$ cat config.mk
export PLATFORM = sky130hd
export DESIGN_NAME = ipv4_tcp_udp_checksum
export DESIGN_NICKNAME = d
export VERILOG_FILES = /design/src/hw/rtl/ipcs_pkg.sv /design/src/hw/rtl/ipcs_core.sv /design/src/hw/rtl/ipv4_tcp_udp_checksum.sv
export SDC_FILE = /design/constraint.sdc
export NUM_CORES = 1
export LEC_CHECK = 0
export CAP_MARGIN = 30
export CELL_PAD_IN_SITES_DETAIL_PLACEMENT = 1
export CELL_PAD_IN_SITES_GLOBAL_PLACEMENT = 2
export CORE_MARGIN = 5
export CORE_UTILIZATION = 37
export DETAILED_ROUTE_END_ITERATION = 10
export DONT_BUFFER_PORTS = 1
export GPL_ROUTABILITY_DRIVEN = 0
export PLACE_DENSITY = 0.71
export SLEW_MARGIN = 10
export SYNTH_ARGS = -nofsm -noshare
export SYNTH_HDL_FRONTEND = slang
export SYNTH_SLANG_ARGS = --single-unit
$ cat constraint.sdc
create_clock -name clk -period 13.5 [get_ports clk]
set_input_delay 2.7 -clock clk [delete_from_list [all_inputs] [get_ports clk]]
set_output_delay 2.7 -clock clk [all_outputs]
set_load 0.1 [all_outputs]
$ cat src/hw/rtl/ipcs_pkg.sv
package ipcs_pkg;

    // Words of the IPv4 header (20 bytes, no options)
    localparam int HEADER_WORDS = 10;

    localparam logic [15:0] HDR_WORDS_W    = 16'(HEADER_WORDS);
    localparam logic [15:0] HDR_PROTO_WORD = 16'd4;
    localparam logic [15:0] HDR_CSUM_WORD  = 16'd5;
    localparam logic [15:0] HDR_SRC_WORD   = 16'd6;
    localparam logic [15:0] HDR_DST_LAST   = 16'd9;

    // Old checksum position inside the segment, in words
    localparam logic [15:0] TCP_CSUM_WORD = 16'd8;
    localparam logic [15:0] UDP_CSUM_WORD = 16'd3;

    // Transport codes
    localparam logic [1:0] TRANSPORT_OTHER = 2'd0;
    localparam logic [1:0] TRANSPORT_TCP   = 2'd1;
    localparam logic [1:0] TRANSPORT_UDP   = 2'd2;

    localparam logic [15:0] COUNT_MAX = 16'hFFFF;
    localparam logic [15:0] ALL_ONES  = 16'hFFFF;

    typedef struct packed {
        logic [15:0] data;
        logic        last;
        logic        odd;
        logic [1:0]  transport;
    } ipcs_word_t;

    typedef struct packed {
        logic [15:0] ip_checksum;
        logic [15:0] l4_checksum;
        logic        l4_valid;
        logic        status;
    } ipcs_result_t;

endpackage

$ cat src/hw/rtl/ipcs_core.sv
module ipcs_core
    import ipcs_pkg::*;
(
    input  logic         clk,
    input  logic         rst_n,
    input  logic         step,
    input  ipcs_word_t   word,
    output ipcs_result_t result
);

    logic [15:0] count_reg;
    logic [15:0] count_next;
    logic [15:0] hdr_sum_reg;
    logic [15:0] hdr_sum_next;
    logic [15:0] seg_sum_reg;
    logic [15:0] seg_sum_next;

    logic        in_header;
    logic [15:0] seg_idx;
    logic        skip;
    logic        odd_eff;
    logic [15:0] hdr_add;
    logic [15:0] seg_add;
    logic [15:0] l4_len;
    logic [17:0] fin_raw;
    logic [16:0] fin_fold;
    logic [15:0] fin_sum;
    logic [15:0] l4_cpl;

    // one's-complement add with end-around carry
    function automatic logic [15:0] oc_add(input logic [15:0] a, input logic [15:0] b);
        logic [16:0] s;
        logic [16:0] f;
        s = {1'b0, a} + {1'b0, b};
        f = {1'b0, s[15:0]} + {16'd0, s[16]};
        return f[15:0];
    endfunction

    assign in_header = count_reg < HDR_WORDS_W;
    assign seg_idx   = count_reg - HDR_WORDS_W;
    assign skip      = ((word.transport == TRANSPORT_TCP) && (seg_idx == TCP_CSUM_WORD))
                    || ((word.transport == TRANSPORT_UDP) && (seg_idx == UDP_CSUM_WORD));
    assign odd_eff   = !in_header && word.last && word.odd;

    // pick the contribution of this word to each sum
    always_comb
    begin
        hdr_add = 16'd0;
        seg_add = 16'd0;
        if (in_header)
        begin
            if (count_reg != HDR_CSUM_WORD)
            begin
                hdr_add = word.data;
            end
            if (count_reg == HDR_PROTO_WORD)
            begin
                seg_add = {8'd0, word.data[7:0]};
            end
            else if ((count_reg >= HDR_SRC_WORD) && (count_reg <= HDR_DST_LAST))
            begin
                seg_add = word.data;
            end
        end
        else if (!skip)
        begin
            seg_add = odd_eff ? {word.data[15:8], 8'd0} : word.data;
        end
    end

    // saturate the word count
    assign count_next   = (count_reg == COUNT_MAX) ? count_reg : count_reg + 16'd1;
    assign hdr_sum_next = oc_add(hdr_sum_reg, hdr_add);
    assign seg_sum_next = oc_add(seg_sum_reg, seg_add);

    // L4 length in bytes from the updated count
    assign l4_len = ((count_next - HDR_WORDS_W) << 1) - {15'd0, odd_eff};

    // segment sum, this word and length in one three-input fold
    assign fin_raw  = {2'd0, seg_sum_reg} + {2'd0, seg_add} + {2'd0, l4_len};
    assign fin_fold = {1'b0, fin_raw[15:0]} + {15'd0, fin_raw[17:16]};
    assign fin_sum  = fin_fold[15:0] + {15'd0, fin_fold[16]};
    assign l4_cpl   = ~fin_sum;

    // build the result for a last word
    always_comb
    begin
        result = '0;
        if (count_next < HDR_WORDS_W)
        begin
            result.status = 1'b1;
        end
        else
        begin
            result.ip_checksum = ~hdr_sum_next;
            if ((word.transport == TRANSPORT_TCP) || (word.transport == TRANSPORT_UDP))
            begin
                result.l4_checksum = (l4_cpl == 16'd0) ? ALL_ONES : l4_cpl;
                result.l4_valid    = 1'b1;
            end
        end
    end

    // advance the running state; clear after the last word
    always_ff @(posedge clk or negedge rst_n)
    begin
        if (!rst_n)
        begin
            count_reg   <= 16'd0;
            hdr_sum_reg <= 16'd0;
            seg_sum_reg <= 16'd0;
        end
        else if (step)
        begin
            if (word.last)
            begin
                count_reg   <= 16'd0;
                hdr_sum_reg <= 16'd0;
                seg_sum_reg <= 16'd0;
            end
            else
            begin
                count_reg   <= count_next;
                hdr_sum_reg <= hdr_sum_next;
                seg_sum_reg <= seg_sum_next;
            end
        end
    end

endmodule

$ cat src/hw/rtl/ipv4_tcp_udp_checksum.sv
// IPv4 header and TCP/UDP checksum generator.
// Input channel (in_valid/in_ready): one 16-bit packet word per transfer in
// network byte order, with last_word marking the end of the packet, odd_byte
// marking a final word that carries only its high byte, and transport
// (0 other, 1 TCP, 2 UDP) held constant within a packet.
// Output channel (out_valid/out_ready): one word per packet, given for its
// last input word: header checksum, TCP/UDP checksum, l4_valid and status
// (1 when the packet ended inside the 20-byte IPv4 header).
// Throughput: one input word per cycle unless a last word meets a stalled
// receiver, from a single one's-complement add per sum between the input
// register and the result register. The input register feeds the output
// register, which loads a result when the held last word advances.
// When the receiver stalls, the output register holds its result; non-last
// words keep flowing, and a last word waits in the input register, holding
// in_ready low, until the output register frees.
// Reset clears the word counter, both running sums and both valid flags.
module ipv4_tcp_udp_checksum
    import ipcs_pkg::*;
(
    input  logic        clk,
    input  logic        rst_n,
    input  logic        in_valid,
    output logic        in_ready,
    input  logic [15:0] data_word,
    input  logic        last_word,
    input  logic        odd_byte,
    input  logic [1:0]  transport,
    output logic        out_valid,
    input  logic        out_ready,
    output logic [15:0] ip_checksum,
    output logic [15:0] l4_checksum,
    output logic        l4_valid,
    output logic        status
);

    logic         in_valid_reg;
    logic         in_valid_next;
    ipcs_word_t   word_reg;
    logic         out_valid_reg;
    logic         out_valid_next;
    ipcs_result_t result_reg;
    ipcs_result_t core_result;
    logic         advance;
    logic         in_take;

    // move the held word into the sums unless its result cannot be stored
    assign advance  = in_valid_reg && (!word_reg.last || !out_valid_reg || out_ready);
    assign in_ready = !in_valid_reg || advance;
    assign in_take  = in_valid && in_ready;

    ipcs_core u_core (
        .clk    (clk),
        .rst_n  (rst_n),
        .step   (advance),
        .word   (word_reg),
        .result (core_result)
    );

    // input register
    assign in_valid_next = in_take ? 1'b1 : (advance ? 1'b0 : in_valid_reg);

    always_ff @(posedge clk or negedge rst_n)
    begin
        if (!rst_n)
        begin
            in_valid_reg <= 1'b0;
        end
        else
        begin
            in_valid_reg <= in_valid_next;
        end
    end

    always_ff @(posedge clk)
    begin
        if (in_take)
        begin
            word_reg <= '{data: data_word, last: last_word, odd: odd_byte,
                          transport: transport};
        end
    end

    // output register: load on a last word, drop when taken
    always_comb
    begin
        out_valid_next = out_valid_reg;
        if (advance && word_reg.last)
        begin
            out_valid_next = 1'b1;
        end
        else if (out_ready)
        begin
            out_valid_next = 1'b0;
        end
    end

    always_ff @(posedge clk or negedge rst_n)
    begin
        if (!rst_n)
        begin
            out_valid_reg <= 1'b0;
        end
        else
        begin
            out_valid_reg <= out_valid_next;
        end
    end

    always_ff @(posedge clk)
    begin
        if (advance && word_reg.last)
        begin
            result_reg <= core_result;
        end
    end

    assign out_valid   = out_valid_reg;
    assign ip_checksum = result_reg.ip_checksum;
    assign l4_checksum = result_reg.l4_checksum;
    assign l4_valid    = result_reg.l4_valid;
    assign status      = result_reg.status;

    // a short packet carries no checksums
    a_short_zero: assert property (@(posedge clk) disable iff (!rst_n)
        out_valid && status |-> !l4_valid && ip_checksum == 16'd0 && l4_checksum == 16'd0)
        else $error("short packet result carries checksum data");

    // a valid L4 checksum is never zero
    a_l4_nonzero: assert property (@(posedge clk) disable iff (!rst_n)
        out_valid && l4_valid |-> l4_checksum != 16'd0)
        else $error("L4 checksum of zero was emitted");

    // a stalled result stays put
    a_out_hold: assert property (@(posedge clk) disable iff (!rst_n)
        out_valid && !out_ready |=> out_valid && $stable(result_reg))
        else $error("stalled result changed");

    // a held last word waits only for the output register
    a_last_wait: assert property (@(posedge clk) disable iff (!rst_n)
        in_valid_reg && !advance |-> word_reg.last && out_valid && !out_ready)
        else $error("input register stalled without cause");

endmodule
After elaboration in Yosys (flattened, before gate mapping) --
Cells that the tools add are included.
Cells by class: add/subtract/negate cells 12, magnitude comparators 4, eq/ne operators 7, muxes and demuxes 18, bitwise logic cells 3, reductions and logical operators 21
Operators by type and width (count):
- $mux W16 | 11
- $add A16 B16 Y17 | 3
- $add A16 B1 Y16 | 3
- $lt A16 B4 Y1 const B | 2
- $not A16 Y16 | 2
- $add A18 B16 Y18 | 1
- $add A16 B2 Y17 | 1
- $add A16 B1 Y16 const B | 1
- $eq A16 B16 Y1 const B | 1
- $eq A16 B2 Y1 const B | 1
- $eq A16 B3 Y1 const B | 1
- $eq A16 B4 Y1 const B | 1
- $ge A16 B3 Y1 const B | 1
- $le A16 B4 Y1 const B | 1
- $logic_not A16 Y1 | 1
- $ne A16 B3 Y1 const B | 1
- $sub A16 B1 Y16 | 1
- $sub A16 B4 Y16 const B | 1
- $sub A15 B4 Y15 const B | 1
- $logic_and A1 B1 Y1 | 8
- $mux W8 | 1
- $mux W1 | 6
- $logic_or A1 B1 Y1 | 5
- $logic_not A1 Y1 | 4
- other kinds (5) | 6
Word-level totals: register bits 104, input port bits 24, output and inout bits 36

Longest topological paths before layout --
Gate-level depths: netlist of run 1.
depth in word-level cells 14, gate-level depth with buffers 45, gate-level depth less buffers 44

Modules after synthesis --
From an unflattened synthesis of run 1, not the netlist that was laid out.
Second synthesis, totals: cells, all modules 932, area total of the unflattened synthesis 8833.5 um^2
Modules (own cells, without submodules):
- ipcs_core | instances 1, cells each 868, area each 7090.6 um^2
- ipv4_tcp_udp_checksum | instances 1, cells each 64, area each 1742.9 um^2

Least setup slack after synthesis of run 1 --
No wires, ideal clock.
kind register -> register, start register u_core.count_reg[6], end register result_reg, in the netlist l4_checksum[8] (data pin), data arrival time 8270 ps, required time 13331 ps, slack 5061 ps, cell stages (with the launch flop) 44, clock period less this slack 8439 ps, cells stage by stage dfrtp_1 buf_2 nor4_1 nand2_1 nor4_1 nand3_1 nand3_1 o211a_1 and2_1 ha_1 a21o_1 a21oi_1 o21bai_1 a21bo_2 a2111oi_0 o21bai_1 xor2_1 ha_1 (+8 left out) fa_1 o211ai_1 nor4_2 o2111ai_1 nor2b_1 and4_1 ha_1 ha_1 nand2_1 nor4_1 a21oi_1 nor4_1 xor2_1 nand4_1 a2111oi_4 nand4bb_2 buf_6 o31ai_1
On the way: cells in the longest elaborated chain, start to end 14, elaborated cells between the ends (all ways) 33, classes of those cells add/sub: 8; order compare: 4; eq/ne: 4; mux: 7; bitwise: 1; reduce/logical: 9
Ends and longest elaborated chain:
- start: declaration | RTL line ipcs_core.sv:11 | logic [15:0] count_reg;
- start signal: assignment | RTL line ipcs_core.sv:123 | count_reg <= count_next;
- branches (longest 14 deep; another with $add A18 B16 Y18)
- end signal: assignment | RTL line ipv4_tcp_udp_checksum.sv:113 | result_reg <= core_result;
- end: declaration | RTL line ipv4_tcp_udp_checksum.sv:41 | ipcs_result_t result_reg;
Several ways; the timed one is not identified. A chain may end at the register's enable or synchronous reset.

Worst setup path after layout of run 1 --
start register u_core.count_reg[8], end register result_reg, in the netlist l4_checksum[0] (data pin)
Same word-level chain as after synthesis.

==> impl_metrics.env, run 1 <==
export IMPL_report_final_slew_viol_count=0
export IMPL_layout_common_cells="nand2_1 (93), o21ai_0 (72), ha_1 (71)"
export IMPL_tns_ps=0
export IMPL_post_cts_buffers=0
export IMPL_grt_overflow_total=0
export IMPL_synth_ff_type="edfxtp_1"
export IMPL_cap_violations=0
export IMPL_syn_avg_cell_area_um2=8.92
export IMPL_antennaDiodeCount=0
export IMPL_viasPerCell=5.65
export IMPL_wl_met1_um=13400
export IMPL_critical_path_max_stage_delay_ps=630
export IMPL_dp_hpwl_um=21000
export IMPL_clock_path_buffers=2
export IMPL_hold_class="flop to flop"
export IMPL_cts_root_buffer="clkbuf_16"
export IMPL_cp_start_kind="flop"
export IMPL_vias=7535
export IMPL_cts_resized=0
export IMPL_ant_nets=0
export IMPL_worstHoldStart="u_core.hdr_sum_reg[0]"
export IMPL_nFillCells=2851
export IMPL_fp_dieW_um=167
export IMPL_die_y_um=167
export IMPL_num_nets_final=1104
export IMPL_grt_pass1_vias=7748
export IMPL_rsz0062_at_grt="no"
export IMPL_setup_violations=0
export IMPL_cts_buffers=9
export IMPL_status="complete, no violations"
export IMPL_clock_latency_ps=360
export IMPL_drt_wl_total_um=26900
export IMPL_required_ps=13690
export IMPL_dp_cells=1317
export IMPL_syn_num_nets=1116
export IMPL_worst_slew_pin_slew_ps=895
export IMPL_worstPathArrival_ps=10420
export IMPL_initial_core_util=0.374
export IMPL_final_area_mm2=0.00979
export IMPL_vdd_ir_drop_max_mv=0.0837
export IMPL_drc=0
export IMPL_highest_signal_layer="met4"
export IMPL_ys_types=83
export IMPL_numPortBuffers=0
export IMPL_cpMostUsedCell="ha_1"
export IMPL_power_density_mw_per_mm2=217
export IMPL_final_common_cell="nand2_1"
export IMPL_grtUsageTotal=0.195
export IMPL_hold_buffers=0
export IMPL_routedWlPerCell_um=20.2
export IMPL_r2r_start="u_core.count_reg[8]"
export IMPL_largest_reg_flops=20
export IMPL_ff_latch_area_mm2=0.00287
export IMPL_synth_seq_area_share=0.317
export IMPL_instances_no_fill=1334
export IMPL_synth_seq_cells=104
export IMPL_crit_start="u_core.count_reg[8]"
export IMPL_multi_input_area_mm2=0.00596
export IMPL_cts_tree="built"
export IMPL_grt_max_degree=51
export IMPL_async_reset_ff_frac=0.481
export IMPL_critPathKind="flop to flop"
export IMPL_rows=57
export IMPL_grt_pass1_wl_um=44000
export IMPL_core_mm2=0.0242
export IMPL_fin_worst_skew_ps=9.55
export IMPL_synth_edf_count=54
export IMPL_placed_area_mm2=0.00943
export IMPL_finalHoldViolCount=0
export IMPL_synthesis_area_mm2=0.00908
export IMPL_slowest_stage="a2111oi_0"
export IMPL_antenna_found_initial=0
export IMPL_netlist_instances=1017
export IMPL_clk_pin_slew_ps=80
export IMPL_ys_warn_count=0
export IMPL_crit_path_max_fanout=15
export IMPL_route_met2_wl_um=12600
export IMPL_drt_pre_antenna_iters=5
export IMPL_power_mw=2.12
export IMPL_min_period_ps=10230
export IMPL_top_level_ports=60
export IMPL_htreeDepth=3
export IMPL_dieArea_mm2=0.0278
export IMPL_period_share=0.758
export IMPL_timing_hold_ws_ps=486
export IMPL_leakagePower_nw=3.99
export IMPL_crit_path_end_kind="flop"
export IMPL_numClockSinks=104
export IMPL_relSlewSlack=0.403
export IMPL_area_growth_pct=7.86
export IMPL_drt_iter0_markers=412
export IMPL_drive_gt1_frac=0.0653
export IMPL_worst_path_buf_inv=0
export IMPL_met3WireLength_um=525
export IMPL_timing_fmax_mhz=97.7
export IMPL_crit_family="compound AO/OA/AOI/OAI gates"
[kinds of logic (layout without fill, tap and decap cells)]
group                      after synthesis  after routing  synth area share
AOI/OAI and AO/OA                      276            276             0.209
xor gates and xnor gates               116            116             0.114
adders and majority gates               75             75             0.107
buffers and inverters                   63             56            0.0285
DFF                                    104            104             0.317
muxes                                    4              4           0.00455
and+or+nand+nor                        379            379             0.220
[path summary, 6_finish.rpt]
kind                                           to  slack (ps)  cells past startpoint
max                                l4_checksum[0]        3270                     41
min                         u_core.hdr_sum_reg[0]         490                      2
max reg2reg                        l4_checksum[0]        3270                     41
min reg2reg                 u_core.hdr_sum_reg[0]         490                      2
max in group asynchronous     u_core.count_reg[9]       11370                      0
min in group asynchronous  u_core.hdr_sum_reg[15]        2030                      0
[synthesized netlist by cell type (5+ instances only)]
library cell,n,area [um^2]
nand2_1,93,349
o21ai_0,72,360
ha_1,71,888
nor2_1,67,251
xnor2_1,62,543
edfxtp_1,54,1620
xor2_1,52,455
dfrtp_1,50,1250
a21oi_1,47,235
nand3_1,46,230
and2_1,43,269
inv_1,29,109
clkbuf_1,22,82.6
nand4_1,22,138
a21o_1,20,150
nor3_1,18,90.1
a22o_1,16,140
o211ai_1,13,97.6
nor4_1,12,75.1
nor2b_1,11,68.8
o21bai_1,11,82.6
and3_1,10,62.6
and4_1,9,78.8
o21a_1,9,67.6
buf_2,8,40.0
nand2b_1,8,50.1
o31ai_1,8,60.1
or2_2,8,50.1
or3_1,8,50.1
a211oi_1,7,52.6
a31oi_1,7,43.8
o2111ai_1,7,61.3
o21ai_1,6,30.0
o21ai_2,6,52.6
a31o_2,5,43.8
nor3b_1,5,37.5
[stage by stage]
stage / utilization / setup WS [ps]
final: 0.404 / 3270
after floorplan: - / 5060
after CTS: 0.403 / 3130
after detailed placement: 0.389 / 3190
after global placement: 0.388 / 3570
after global routing: 0.404 / 1890
[worst reg2reg max path, delay by kind of cell, from the launching register on]
| kind | cells | cell delay (ps) |
|---|---|---|
| AO/OA/AOI/OAI | 17 | 3730 |
| AND/OR/NAND/NOR | 15 | 3430 |
| adder cells (fa/ha/maj) | 6 | 1520 |
| XOR/XNOR | 3 | 910 |
| flip-flops | 1 | 480 |
[where the power goes]
part / internal (mW) / switching (mW)
registers: 0.375 / 0.0637
logic: 0.522 / 0.859
clock network: 0.167 / 0.137
total: 1.06 / 1.06
[area by class of cell]
cell class	instances	share of cell area
multi-input combinational	850	0.609
sequential	104	0.293
tap	324	0.0414
clock buffer	9	0.0230
clock inverter	7	0.0116
inverter	30	0.0115
timing repair buffer	10	0.0101
[metal layers]
layer  GRT usage  vias to the layer above
li1            -                     3735
met1       0.279                     3683
met2       0.322                       99
met3      0.0228                       18
met4      0.0384                        0
met5           0                        -
Note: power is estimated with default switching activity, not from simulation.
==> run 2, diff against run 1 <==
--- a/config.mk
+++ b/config.mk
@@ -13,7 +13,7 @@
 export DETAILED_ROUTE_END_ITERATION = 10
 export DONT_BUFFER_PORTS = 1
 export GPL_ROUTABILITY_DRIVEN = 0
-export PLACE_DENSITY = 0.71
+export PLACE_DENSITY = 0.74
 export SLEW_MARGIN = 10
 export SYNTH_ARGS = -nofsm -noshare
 export SYNTH_HDL_FRONTEND = slang
==> constraint.sdc (replaced) <==
create_clock -name clk -period 8.7 [get_ports clk]
set_input_delay 1.74 -clock clk [delete_from_list [all_inputs] [get_ports clk]]
set_output_delay 1.74 -clock clk [all_outputs]
set_load 0.1 [all_outputs]
==> impl_metrics.env, run 2 (synthesis results as in run 1) <==
export IMPL_final_common_cell="buf_4"
export IMPL_htreeDepth=3
export IMPL_power_density_mw_per_mm2=333
export IMPL_drt_iter0_markers=325
export IMPL_status="complete, no violations"
export IMPL_grt_pass1_vias=8651
export IMPL_antennaDiodeCount=0
export IMPL_period_share=0.993
export IMPL_drive_gt1_frac=0.266
export IMPL_multi_input_area_mm2=0.00657
export IMPL_vias=8300
export IMPL_leakagePower_nw=4.86
export IMPL_hold_class="flop to flop"
export IMPL_crit_path_end_kind="flop"
export IMPL_viasPerCell=5.60
export IMPL_worst_slew_pin_slew_ps=890
export IMPL_ff_latch_area_mm2=0.00287
export IMPL_rsz0062_at_grt="yes"
export IMPL_cts_buffers=9
export IMPL_rows=57
export IMPL_fin_worst_skew_ps=18.0
export IMPL_grt_pass1_wl_um=47300
export IMPL_final_util=0.475
export IMPL_dp_hpwl_um=22400
export IMPL_finalHoldViolCount=0
export IMPL_numClockSinks=104
export IMPL_cts_root_buffer="clkbuf_16"
export IMPL_r2r_start="u_core.count_reg[2]"
export IMPL_power_mw=3.84
export IMPL_grt_max_degree=51
export IMPL_tns_ps=0
export IMPL_area_growth_pct=26.9
export IMPL_nFillCells=2767
export IMPL_critical_path_max_stage_delay_ps=460
export IMPL_antenna_found_initial=1
export IMPL_drt_pre_antenna_iters=5
export IMPL_crit_path_max_fanout=7
export IMPL_clk_pin_slew_ps=90
export IMPL_critPathKind="flop to flop"
export IMPL_vdd_ir_drop_max_mv=0.142
export IMPL_final_area_mm2=0.0115
export IMPL_ant_nets=0
export IMPL_core_mm2=0.0242
export IMPL_drt_wl_total_um=30000
export IMPL_clock_latency_ps=370
export IMPL_die_y_um=167
export IMPL_cts_tree="built"
export IMPL_min_period_ps=8640
export IMPL_clock_path_buffers=2
export IMPL_worstPathArrival_ps=8860
export IMPL_fp_dieW_um=167
export IMPL_setup_violations=0
export IMPL_relSlewSlack=0.391
export IMPL_largest_reg_flops=20
export IMPL_hold_buffers=0
export IMPL_num_nets_final=1251
export IMPL_top_level_ports=60
export IMPL_cpMostUsedCell="buf_4"
export IMPL_report_final_slew_viol_count=0
export IMPL_routedWlPerCell_um=20.2
export IMPL_worstHoldStart="u_core.hdr_sum_reg[0]"
export IMPL_crit_start="u_core.count_reg[2]"
export IMPL_numPortBuffers=0
export IMPL_grt_overflow_total=0
export IMPL_layout_common_cells="buf_4 (147), nand2_1 (88), nor2_1 (62)"
export IMPL_cap_violations=0
export IMPL_timing_fmax_mhz=116
export IMPL_drc=0
export IMPL_dieArea_mm2=0.0278
export IMPL_grtUsageTotal=0.210
export IMPL_initial_core_util=0.374
export IMPL_cp_start_kind="flop"
export IMPL_placed_area_mm2=0.0102
export IMPL_required_ps=8910
export IMPL_slowest_stage="a2111oi_4"
run 2: cell count changes in the layout (fill, tap and decap cells not counted), moves of 8 or more:
cell / before / now
o21ai_0: 72 / 60
ha_1: 71 / 55
a21oi_2: 0 / 13
ha_4: 0 / 12
buf_4: 6 / 147
a21oi_1: 47 / 34
o21ai_2: 6 / 18
xnor2_2: 0 / 8
xnor2_1: 62 / 52
run 2: layout make-up:
| cell class | count | share of cell area |
|---|---|---|
| clock inverters | 6 | 0.00543 |
| multi-input cells | 850 | 0.571 |
| flip-flops and latches | 104 | 0.250 |
| clock buffers | 10 | 0.0199 |
| inverters | 30 | 0.00978 |
| well taps | 324 | 0.0352 |
| repair buffers | 157 | 0.109 |
run 2: where the power goes:
part | internal [mW] | total [mW] | switching [mW]
Sequential | 0.582 | 0.679 | 0.0975
Combinational | 1.19 | 2.74 | 1.55
Clock | 0.203 | 0.417 | 0.215
Total | 1.97 | 3.84 | 1.86
run 2: path summary, 6_finish.rpt:
| path | endpoint | slack (ps) | depth (start not counted) |
|---|---|---|---|
| worst max-delay path | l4_checksum[9] | 60 | 47 |
| worst min-delay path | u_core.hdr_sum_reg[0] | 480 | 2 |
| worst max register to register | l4_checksum[9] | 60 | 47 |
| worst min register to register | u_core.hdr_sum_reg[0] | 480 | 2 |
| max in group asynchronous | u_core.count_reg[4] | 7500 | 0 |
| min in group asynchronous | u_core.hdr_sum_reg[7] | 1060 | 0 |
run 2: per-layer routing:
metal	routed length (um)	GRT usage	up-vias
met1	13600	0.275	4142
met2	15100	0.374	111
met3	712	0.0230	34
met4	544	0.0484	0
li1	-	-	4013
met5	0	0	-
run 2: critical path, delay by kind of cell, from the launching register on:
family	cells	cell delay, ps
xor gates and xnor gates	4	800
adders and majority gates	6	1400
and+or+nand+nor	6	970
AOI/OAI and AO/OA	17	3050
DFF	1	420
buffers and inverters	14	1820
run 2: what timing repair did:
item	CTS	global route
endpoints found under the setup margin	16	16
endpoints found under the hold margin	0	0
gates resized for setup	66	63
cloned	1	0
setup buffers	32	18
pin swaps	43	46
run 2: metrics by stage:
stage               hold WS (ps)  setup WS [ps]  std cells
floorplan                    445            261       1017
global placement             462           -101       1409
detailed placement           464           -418       1412
CTS                          483          -71.2       1461
global route                 506           -421       1481
finish                       480           58.4       1481
